==> config.mk <==
export PLATFORM = sky130hd
export DESIGN_NAME = flash_region_registry
export DESIGN_NICKNAME = d
export VERILOG_FILES = /design/src/frr_pkg.sv /design/src/frr_ram.sv /design/src/frr_datapath.sv /design/src/frr_ctrl.sv /design/src/flash_region_registry.sv
export VERILOG_INCLUDE_DIRS = /design/src /design/src/src
export SDC_FILE = /design/constraint.sdc
export NUM_CORES = 2
export LEC_CHECK = 0
export BUFFER_PORTS_ARGS = -buffer_cell sky130_fd_sc_hd__buf_2
export CAP_MARGIN = 10
export CORE_ASPECT_RATIO = 2
export CORE_MARGIN = 1
export CORE_UTILIZATION = 44
export CTS_BUF_LIST = sky130_fd_sc_hd__clkbuf_4 sky130_fd_sc_hd__clkbuf_8
export CTS_CLUSTER_DIAMETER = 120
export DETAILED_ROUTE_END_ITERATION = 12
export GPL_TIMING_DRIVEN = 0
export PLACE_DENSITY = 0.59
export RECOVER_POWER = 100
export SETUP_SLACK_MARGIN = 0.2
export SYNTH_ARGS = -nofsm -noshare
export SYNTH_HDL_FRONTEND = slang
export SYNTH_SLANG_ARGS = --single-unit
==> constraint.sdc <==
create_clock -name clk -period 10.3 [get_ports clk]
set_input_delay 1.03 -clock clk [delete_from_list [all_inputs] [get_ports clk]]
set_output_delay 1.03 -clock clk [all_outputs]
set_load 0.01 [all_outputs]
==> src/assert_macros.svh <==
// Assertion macros shared by the flash region registry modules.
`ifndef ASSERT_MACROS_SVH
`define ASSERT_MACROS_SVH

// A condition that holds at every clock edge outside reset.
`define ASSERT_ALWAYS(name, expr, msg) \
  name: assert property (@(posedge clk) disable iff (rst) (expr)) else $error(msg);

// A condition that, once seen, forces another one in the next cycle.
`define ASSERT_NEXT(name, ante, cons, msg) \
  name: assert property (@(posedge clk) disable iff (rst) (ante) |=> (cons)) else $error(msg);

`endif

==> src/frr_pkg.sv <==
// Types and constants shared by the flash region registry modules.
package frr_pkg;

  localparam int ADDR_W      = 32;
  localparam int IN_TDATA_W  = 72;
  localparam int OUT_TDATA_W = 72;

  localparam logic [ADDR_W-1:0] ID_BYTES        = 32'd1;
  localparam logic [ADDR_W-1:0] SECTOR_SIZE_RST = 32'd131072;

  // Configuration register indexes.
  localparam logic CFG_SECTOR_BASE = 1'b0;
  localparam logic CFG_SECTOR_SIZE = 1'b1;

  typedef enum logic [1:0] {
    OP_REGISTER = 2'd0,
    OP_APPEND   = 2'd1,
    OP_READ     = 2'd2,
    OP_RELEASE  = 2'd3
  } opcode_t;

  // One table entry as held in the segment RAM.
  typedef struct packed {
    logic [ADDR_W-1:0] used;
    logic [ADDR_W-1:0] size;
    logic [ADDR_W-1:0] start;
  } entry_t;

  // Commands from the controller to the datapath.
  typedef struct packed {
    logic load_item;
    logic scan_rd;
    logic lookup_rd;
    logic finish_reg;
    logic finish_op;
    logic out_load;
  } frr_cmd_t;

  // Status from the datapath to the controller.
  typedef struct packed {
    logic is_register;
    logic scan_last;
  } frr_stat_t;

endpackage

==> src/frr_ram.sv <==
// Generic single-port-write, single-port-read RAM with registered read data.
module frr_ram #(
  parameter int WIDTH = 96,
  parameter int DEPTH = 16
) (
  input  logic                     clk,
  input  logic                     we,
  input  logic [$clog2(DEPTH)-1:0] waddr,
  input  logic [WIDTH-1:0]         wdata,
  input  logic                     re,
  input  logic [$clog2(DEPTH)-1:0] raddr,
  output logic [WIDTH-1:0]         rdata
);

  logic [WIDTH-1:0] mem [DEPTH];

  always_ff @(posedge clk) begin
    if (we) begin
      mem[waddr] <= wdata;
    end
    if (re) begin
      rdata <= mem[raddr];
    end
  end

endmodule

==> src/frr_datapath.sv <==
// Datapath: configuration, segment table, overlap scan and result registers.
`include "assert_macros.svh"

module frr_datapath
  import frr_pkg::*;
#(
  parameter int MAX_SEGMENTS = 16
) (
  input  logic                   clk,
  input  logic                   rst,
  input  logic                   cfg_wr_en,
  input  logic                   cfg_index,
  input  logic [ADDR_W-1:0]      cfg_wdata,
  input  logic [IN_TDATA_W-1:0]  s_tdata,
  output logic [OUT_TDATA_W-1:0] m_tdata,
  input  frr_cmd_t               cmd,
  output frr_stat_t              stat
);

  localparam int IDX_W = $clog2(MAX_SEGMENTS);

  logic [ADDR_W-1:0] sector_base;
  logic [ADDR_W-1:0] sector_size;

  // Latched request.
  opcode_t           op;
  logic [3:0]        id;
  logic [ADDR_W-1:0] seg_s;
  logic [ADDR_W-1:0] seg_len;
  logic [ADDR_W:0]   seg_end;
  logic              range_ok;

  logic [MAX_SEGMENTS-1:0] active;
  logic [IDX_W-1:0]        scan_idx;
  logic                    eval_en;
  logic                    eval_act;
  logic [IDX_W-1:0]        eval_idx;
  logic                    conflict;
  logic                    free_found;
  logic [IDX_W-1:0]        free_id;
  logic                    lk_act;

  // Result of the current item, then the output register.
  logic              res_status;
  logic [3:0]        res_id;
  logic [ADDR_W-1:0] res_addr;
  logic [ADDR_W-1:0] res_left;

  logic [ADDR_W-1:0] in_s;
  logic [ADDR_W-1:0] in_len;
  logic [ADDR_W:0]   in_end;
  logic [ADDR_W:0]   sector_end;
  logic              in_range_ok;

  logic              id_ok;
  logic [IDX_W-1:0]  id_idx;
  entry_t            ent;
  logic              ram_we;
  logic [IDX_W-1:0]  ram_waddr;
  entry_t            ram_wdata;
  logic              ram_re;
  logic [IDX_W-1:0]  ram_raddr;
  logic [ADDR_W:0]   ent_end;
  logic              hit;
  logic              reg_ok;

  logic              op_bad;
  logic [ADDR_W-1:0] room;
  logic [ADDR_W-1:0] new_used;
  logic [ADDR_W-1:0] op_addr;
  logic [ADDR_W-1:0] op_left;

  assign in_s        = s_tdata[37:6];
  assign in_len      = s_tdata[69:38];
  assign in_end      = {1'b0, in_s} + {1'b0, in_len};
  assign sector_end  = {1'b0, sector_base} + {1'b0, sector_size};
  assign in_range_ok = (in_len != '0) && (in_len < sector_size) &&
                       (in_s >= sector_base) && (in_end < sector_end);

  assign stat.is_register = (opcode_t'(s_tdata[1:0]) == OP_REGISTER);
  assign stat.scan_last   = (scan_idx == IDX_W'(MAX_SEGMENTS - 1));

  assign id_ok  = (32'(id) < 32'(MAX_SEGMENTS));
  assign id_idx = IDX_W'(id);

  always_ff @(posedge clk) begin
    if (rst) begin
      sector_base <= '0;
      sector_size <= SECTOR_SIZE_RST;
    end else if (cfg_wr_en) begin
      case (cfg_index)
        CFG_SECTOR_BASE: sector_base <= cfg_wdata;
        CFG_SECTOR_SIZE: sector_size <= cfg_wdata;
        default: ;
      endcase
    end
  end

  always_ff @(posedge clk) begin
    if (cmd.load_item) begin
      op       <= opcode_t'(s_tdata[1:0]);
      id       <= s_tdata[5:2];
      seg_s    <= in_s;
      seg_len  <= in_len;
      seg_end  <= in_end;
      range_ok <= in_range_ok;
    end
  end

  // Table RAM: the scan reads one entry a cycle, other requests read one entry.
  assign ram_re    = cmd.scan_rd | cmd.lookup_rd;
  assign ram_raddr = cmd.scan_rd ? scan_idx : id_idx;

  frr_ram #(
    .WIDTH($bits(entry_t)),
    .DEPTH(MAX_SEGMENTS)
  ) u_table (
    .clk  (clk),
    .we   (ram_we),
    .waddr(ram_waddr),
    .wdata(ram_wdata),
    .re   (ram_re),
    .raddr(ram_raddr),
    .rdata(ent)
  );

  // Overlap test of the entry read in the previous cycle against the new segment.
  assign ent_end = {1'b0, ent.start} + {1'b0, ent.size};
  always_comb begin
    if (ent.start <= seg_s) begin
      hit = ({1'b0, seg_s} < ent_end);
    end else begin
      hit = (seg_end >= {1'b0, ent.start});
    end
  end

  assign reg_ok = range_ok && !conflict && free_found;

  always_ff @(posedge clk) begin
    if (rst) begin
      scan_idx   <= '0;
      eval_en    <= 1'b0;
      conflict   <= 1'b0;
      free_found <= 1'b0;
    end else begin
      eval_en <= cmd.scan_rd;
      if (cmd.load_item) begin
        scan_idx   <= '0;
        conflict   <= 1'b0;
        free_found <= 1'b0;
      end else begin
        if (cmd.scan_rd) begin
          scan_idx <= scan_idx + IDX_W'(1);
        end
        if (eval_en) begin
          if (eval_act && hit) begin
            conflict <= 1'b1;
          end
          if (!eval_act && !free_found) begin
            free_found <= 1'b1;
          end
        end
      end
    end
  end

  always_ff @(posedge clk) begin
    if (cmd.scan_rd) begin
      eval_idx <= scan_idx;
      eval_act <= active[scan_idx];
    end
    if (eval_en && !eval_act && !free_found) begin
      free_id <= eval_idx;
    end
    if (cmd.lookup_rd) begin
      lk_act <= id_ok && active[id_idx];
    end
  end

  // Append, read and release on the looked-up entry.
  assign room     = ent.size - ent.used;
  assign new_used = ent.used + seg_len;
  always_comb begin
    op_bad  = !lk_act;
    op_addr = '0;
    op_left = '0;
    case (op)
      OP_APPEND: begin
        op_bad  = !lk_act || (seg_len == '0) || (ent.used > ent.size) || (seg_len > room);
        op_addr = ent.start + ent.used;
        op_left = room - seg_len;
      end
      OP_READ: begin
        op_bad  = !lk_act || (seg_len == '0) || (seg_len > ent.used);
        op_addr = ent.start + ID_BYTES;
        op_left = (ent.size >= ent.used) ? room : '0;
      end
      default: ;
    endcase
  end

  always_comb begin
    ram_we    = 1'b0;
    ram_waddr = id_idx;
    ram_wdata = '{used: new_used, size: ent.size, start: ent.start};
    if (cmd.finish_reg) begin
      ram_we    = reg_ok;
      ram_waddr = free_id;
      ram_wdata = '{used: ID_BYTES, size: seg_len, start: seg_s};
    end else if (cmd.finish_op) begin
      ram_we = (op == OP_APPEND) && !op_bad;
    end
  end

  always_ff @(posedge clk) begin
    if (rst) begin
      active <= '0;
    end else if (cmd.finish_reg && reg_ok) begin
      active[free_id] <= 1'b1;
    end else if (cmd.finish_op && (op == OP_RELEASE) && !op_bad) begin
      active[id_idx] <= 1'b0;
    end
  end

  always_ff @(posedge clk) begin
    if (cmd.finish_reg) begin
      res_status <= !reg_ok;
      res_id     <= reg_ok ? 4'(free_id) : 4'd0;
      res_addr   <= reg_ok ? seg_s : '0;
      res_left   <= reg_ok ? (seg_len - ID_BYTES) : '0;
    end else if (cmd.finish_op) begin
      res_status <= op_bad;
      res_id     <= 4'd0;
      res_addr   <= op_bad ? '0 : op_addr;
      res_left   <= op_bad ? '0 : op_left;
    end
    if (cmd.out_load) begin
      m_tdata <= {3'b000, res_left, res_addr, res_id, res_status};
    end
  end

  `ASSERT_NEXT(a_reg_sets_active, cmd.finish_reg && reg_ok, active[free_id], "register did not mark its id active")
  `ASSERT_NEXT(a_release_clears, cmd.finish_op && (op == OP_RELEASE) && lk_act, !active[id_idx], "release left its id active")

endmodule

==> src/frr_ctrl.sv <==
// Controller: sequences the table scan and lookups and owns the stream handshakes.
`include "assert_macros.svh"

module frr_ctrl
  import frr_pkg::*;
(
  input  logic      clk,
  input  logic      rst,
  input  logic      s_tvalid,
  output logic      s_tready,
  output logic      m_tvalid,
  input  logic      m_tready,
  input  frr_stat_t stat,
  output frr_cmd_t  cmd
);

  typedef enum logic [2:0] {
    S_IDLE,
    S_SCAN,
    S_DRAIN,
    S_DECIDE,
    S_LOOKUP,
    S_EXEC,
    S_DONE
  } state_t;

  state_t state;
  state_t state_next;
  logic   accept;
  logic   out_free;

  assign s_tready = (state == S_IDLE);
  assign accept   = s_tvalid && s_tready;
  assign out_free = !m_tvalid || m_tready;

  always_comb begin
    cmd            = '0;
    cmd.load_item  = accept;
    cmd.scan_rd    = (state == S_SCAN);
    cmd.lookup_rd  = (state == S_LOOKUP);
    cmd.finish_reg = (state == S_DECIDE);
    cmd.finish_op  = (state == S_EXEC);
    cmd.out_load   = (state == S_DONE) && out_free;
  end

  always_comb begin
    state_next = state;
    case (state)
      S_IDLE:   if (accept) begin
                  state_next = stat.is_register ? S_SCAN : S_LOOKUP;
                end
      S_SCAN:   if (stat.scan_last) begin
                  state_next = S_DRAIN;
                end
      S_DRAIN:  state_next = S_DECIDE;
      S_DECIDE: state_next = S_DONE;
      S_LOOKUP: state_next = S_EXEC;
      S_EXEC:   state_next = S_DONE;
      S_DONE:   if (out_free) begin
                  state_next = S_IDLE;
                end
      default:  state_next = S_IDLE;
    endcase
  end

  always_ff @(posedge clk) begin
    if (rst) begin
      state    <= S_IDLE;
      m_tvalid <= 1'b0;
    end else begin
      state <= state_next;
      if (cmd.out_load) begin
        m_tvalid <= 1'b1;
      end else if (m_tready) begin
        m_tvalid <= 1'b0;
      end
    end
  end

  `ASSERT_ALWAYS(a_one_cmd, $onehot0({cmd.scan_rd, cmd.lookup_rd, cmd.finish_reg, cmd.finish_op, cmd.out_load}), "more than one datapath command at once")
  `ASSERT_NEXT(a_accept_starts, accept, (state == S_SCAN) || (state == S_LOOKUP), "accepted transaction did not start work")

endmodule

==> src/flash_region_registry.sv <==
// Top level of the flash region registry: segment bookkeeping inside one flash sector.
//
//   channel   direction  handshake           payload
//   s_*       in         s_tvalid/s_tready   opcode, region_id, seg_base, length
//   m_*       out        m_tvalid/m_tready   status, assigned_id, flash_address, bytes_left
//   cfg_*     in         cfg_wr_en           cfg_index, cfg_wdata
//
// A register transaction scans every table entry: the table RAM read port
// checks one entry per cycle for overlap and for the lowest free id.
// Append, read and release make one table read and one update.
// Reset is synchronous and clears the active bits; the table needs no clearing pass.
// A finished result waits in the output register while the next transaction is
// accepted; the controller holds its last step only while that register is still full.
module flash_region_registry
  import frr_pkg::*;
#(
  parameter int MAX_SEGMENTS = 16
) (
  input  logic                   clk,
  input  logic                   rst,
  input  logic                   cfg_wr_en,
  input  logic                   cfg_index,
  input  logic [ADDR_W-1:0]      cfg_wdata,
  input  logic                   s_tvalid,
  output logic                   s_tready,
  // opcode[1:0], region_id[5:2], seg_base[37:6], length[69:38], zero pad
  input  logic [IN_TDATA_W-1:0]  s_tdata,
  output logic                   m_tvalid,
  input  logic                   m_tready,
  // status[0], assigned_id[4:1], flash_address[36:5], bytes_left[68:37], zero pad
  output logic [OUT_TDATA_W-1:0] m_tdata
);

  frr_cmd_t  cmd;
  frr_stat_t stat;

  frr_ctrl u_ctrl (
    .clk     (clk),
    .rst     (rst),
    .s_tvalid(s_tvalid),
    .s_tready(s_tready),
    .m_tvalid(m_tvalid),
    .m_tready(m_tready),
    .stat    (stat),
    .cmd     (cmd)
  );

  frr_datapath #(
    .MAX_SEGMENTS(MAX_SEGMENTS)
  ) u_datapath (
    .clk      (clk),
    .rst      (rst),
    .cfg_wr_en(cfg_wr_en),
    .cfg_index(cfg_index),
    .cfg_wdata(cfg_wdata),
    .s_tdata  (s_tdata),
    .m_tdata  (m_tdata),
    .cmd      (cmd),
    .stat     (stat)
  );

endmodule

==> summary.md <==
| Metric | Value |
|---|---|
| Final HPWL DP | `234100 um` |
| Sequential fraction of the synthesis area | `0.6438` |
| Post-layout min period | `9.446 ns` |
| First-pass GRT wire length | `433900 um` |
| Reg2reg start | `u_datapath.u_table.rdata[32]` |
| Min Hold Slack | `0.2389 ns` |
| Clock Skew | `0.08403 ns` |
| Num ports | `184` |
| Post-Syn Instances | `6034` |
| Final non-filler cell total | `9600` |
| Internal power | `0.01451 W` |
| Design area | `102400 sq um` |
| Failing checks | `capacitance limit, slew limit` |
| Post-Syn Area | `90700 sq um` |
| CP Launch Type | `register` |
| DR pass1 iterations | `5` |
| Drc violations | `0` |
| CP max stage cell | `nor2_4` |
| Hold/Removal Path Class | `in2reg` |
| Sw Pwr | `0.006762 W` |
| Vias in the first global route | `59410` |
| Synth cell types | `83` |
| Met2 WL | `158600 um` |
| Ys async rst share | `0` |
| Drt first-iter violations | `5116` |
| Cell mode on critical path | `buf_12` |
| Starting density of the core | `0.4426` |
| Share of layout cells above drive strength 1 | `0.1540` |
| CTS Hold Buffers Added | `0` |
| WP data arrival | `10.07 ns` |
| Pleak | `35.27 nW` |
| Max Cap Viol | `38` |
| Fin nets | `7213` |
| Worst Path Max Fanout | `24` |
| Row count | `235` |
| Beginning of the worst hold path | `s_tdata[4]` |
| CTS Buffer Depth | `4` |
| Post-synth top flop | `edfxtp_1` |
| Fin crit share | `0.9171` |
| Post-Route WL | `313800 um` |
| Setup_tns | `0 ns` |
| Final setup fails | `0` |
| Worst slew pin tran | `3.616 ns` |
| Worst path max stage delay | `0.87 ns` |
| Clock sink count | `1975` |
| Post-synth EDFFs | `1884` |
| Flop pwr share | `0.457` |
| Die Ht | `644.1 um` |
| Initial antenna violation count | `23` |
| Sw Share | `0.3179` |
| Final Hold Fails | `0` |
| CTS root buf | `clkbuf_8` |
| CTS tree | `built` |
| Clk Latency, worst-skew pair | `0.99 ns` |
| Power share of the clock group | `0.304` |
| Post-CTS Repair Setup Buffers | `0` |
| Overall track demand over capacity in global routing | `0.3014` |
| Met1 wire length | `105500 um` |
| # H-tree levels | `5` |
| Layout Utilization | `0.4995` |
| CP Data Required Time | `10.93 ns` |
| Top Metal Used | `met5` |
| Yosys reg bits | `1975` |
| Die ar. | `208100 sq um` |
| Drt wl/cell | `32.69 um` |
| RSZ-0062 raised after global routing | `false` |
| # resized after CTS | `0` |
| Placed Cells | `9074` |
| FILL cells | `17650` |
| Port bufs | `177` |
| Num CTS Buffers | `291` |
| Outcome | `finished with violations` |
| Via/cell ratio | `6.007` |
| P&R area growth vs syn | `12.88%` |
| Grt ovf | `0` |
| Fmax | `0.1059 GHz` |
| Comb pwr share | `0.240` |
| Peak VDD IR | `0.09388 mV` |
| Gpl congestion | `1.015` |
| Via count | `57670` |
| Mean Syn Cell Area | `15.03 sq um` |
| Critical path capture point type | `register` |
| DRT antenna net count | `0` |
| Core area | `204900 sq um` |
| Worst Setup SP | `u_datapath.u_table.rdata[32]` |
| Setup Crit Path Kind | `reg2reg` |
| Max Slew Vio Count | `809` |
| Dpl cell area | `97550 sq um` |
| Pwr Density | `207.8 nW/um^2` |
| Routed met3 length | `18440 um` |
| Yosys warnings | `0` |
| Largest net degree at the start of global routing | `64` |
| Clk slew on worst S/H paths | `0.07 ns` |
| Slew Limit Headroom | `-1.411` |
| Die W | `323.0 um` |
-- sequential cells by signal (all words and copies together), names as in the netlist, 2 cells and up --
| name | flops |
|---|---|
| u_datapath.free_id | 4 |
| u_datapath.seg_len | 32 |
| u_datapath.sector_base | 32 |
| u_datapath.res_id | 4 |
| u_datapath.u_table.mem | 1536 |
| u_datapath.active | 16 |
| u_datapath.seg_s | 32 |
| u_datapath.res_addr | 32 |
| u_ctrl.state | 3 |
| u_datapath.op | 2 |
| u_datapath.seg_end | 33 |
| u_datapath.u_table.rdata | 96 |
| u_datapath.scan_idx | 4 |
| u_datapath.id | 4 |
| u_datapath.res_left | 32 |
| u_datapath.sector_size | 32 |
| u_datapath.m_tdata | 69 |
| u_datapath.eval_idx | 4 |
-- Yosys cell counts (29+ instances only) --
library cell	count	share of area
a21o_1	149	0.012
buf_2	51	0.0028
o22ai_1	43	0.0030
nor4_1	30	0.0021
o21a_1	29	0.0024
xor2_1	81	0.0078
nand3_1	59	0.0033
xnor2_1	135	0.013
a21oi_1	315	0.017
a211oi_1	133	0.011
ha_1	450	0.062
nor3_1	62	0.0034
nand2_1	546	0.023
o21ai_0	199	0.011
edfxtp_1	1884	0.62
nand2b_1	40	0.0028
dfxtp_1	91	0.020
nand4_1	52	0.0036
a31oi_1	127	0.0088
and2_1	110	0.0076
mux4_2	394	0.098
clkbuf_1	168	0.0070
nor2b_1	47	0.0032
nor2_1	219	0.0091
inv_1	270	0.011
-- layout make-up --
type / count / area (sq um) / share of cell area
flip-flops and latches: 1975 / 58400 / 0.5704
multi-input cells: 3547 / 30390 / 0.2969
clock buffers: 379 / 4760 / 0.04649
well taps: 2725 / 3410 / 0.03330
repair buffers: 317 / 2434 / 0.02377
inverters: 270 / 1013 / 0.009899
plain buffers: 244 / 993.5 / 0.009704
clock inverters: 132 / 950.9 / 0.009288
diodes: 11 / 27.53 / 0.0002689
-- cells in the final DEF, fill, tap and decap left out, drive strengths merged, types with 17 or more instances in the layout --
cell,Yosys,routed
edfxtp,1884,1884
or2,17,17
and3,25,25
nand4,52,52
dfxtp,91,91
o21bai,28,28
a211oi,133,133
a22oi,21,21
mux4,394,394
nor2,219,219
a21o,149,149
clkbuf,168,780
nor3,62,62
or3,21,21
ha,450,450
nand2,546,546
o21ai,203,203
clkinv,0,101
a21oi,315,315
o22ai,43,43
o211ai,25,25
o21a,29,29
nor4,31,31
nand2b,40,40
xnor2,135,135
a31oi,127,127
buf,76,160
inv,270,277
and2,114,114
xor2,81,81
nor2b,47,47
nand3,59,59
-- worst max-delay path, delay by kind of cell (launching register included) --
family                   cells  cell delay, ns
AND/OR/NAND/NOR              6            1.70
flip-flops                   1            0.57
adder cells (fa/ha/maj)      3            0.96
AO/OA/AOI/OAI               11            3.34
buffers and inverters        8            2.15
XOR/XNOR                     1            0.23
-- kinds of logic (layout without fill, tap and decap cells) --
group	count (synthesis)	count (layout)	share of synthesized area
AND/OR/NAND/NOR	1258	1258	0.06463
XOR/XNOR	216	216	0.02086
flip-flops	1975	1975	0.6438
other	1	14	0.00004135
AO/OA/AOI/OAI	1207	1207	0.08570
adder cells (fa/ha/maj)	457	457	0.06362
buffers and inverters	514	1342	0.02210
multiplexers	406	406	0.09920
-- final timing paths --
kind / to / slack [ns] / cells past startpoint
worst min register to register: u_datapath.m_tdata[18] / 0.41 / 0
worst min-delay path: u_datapath.id[2] / 0.24 / 1
worst max-delay path: u_datapath.u_table.mem[1][40] / 0.85 / 29
worst max register to register: u_datapath.u_table.mem[1][40] / 0.85 / 29
-- power by group through the flow --
stage	logic, W	registers [W]	clock network, W
6_report	0.00510	0.00971	0.00646
5_1_grt	0.00546	0.00971	0.00685
4_1_cts	0.00515	0.00968	0.00658
3_5_place_dp	0.00512	0.00985	0
3_3_place_gp	0.00493	0.00989	0
2_1_floorplan	0.00325	0.00969	0
-- per-stage QoR --
| step | power (W) | worst slack [ns] |
|---|---|---|
| floorplan | 0.01293 | 0.9848 |
| global placement | 0.01482 | -8.061 |
| detailed placement | 0.01497 | 1.592 |
| CTS | 0.02141 | 1.503 |
| global route | 0.02202 | 0.5588 |
| finish | 0.02127 | 0.8540 |
-- routing by layer --
metal | GRT usage | vias to the layer above
met5 | 0 | -
met4 | 0.2383 | 4
met3 | 0.04583 | 876
met2 | 0.5282 | 2448
met1 | 0.3208 | 29490
li1 | - | 24850
No activity file was read; power rests on OpenSTA's default activity.
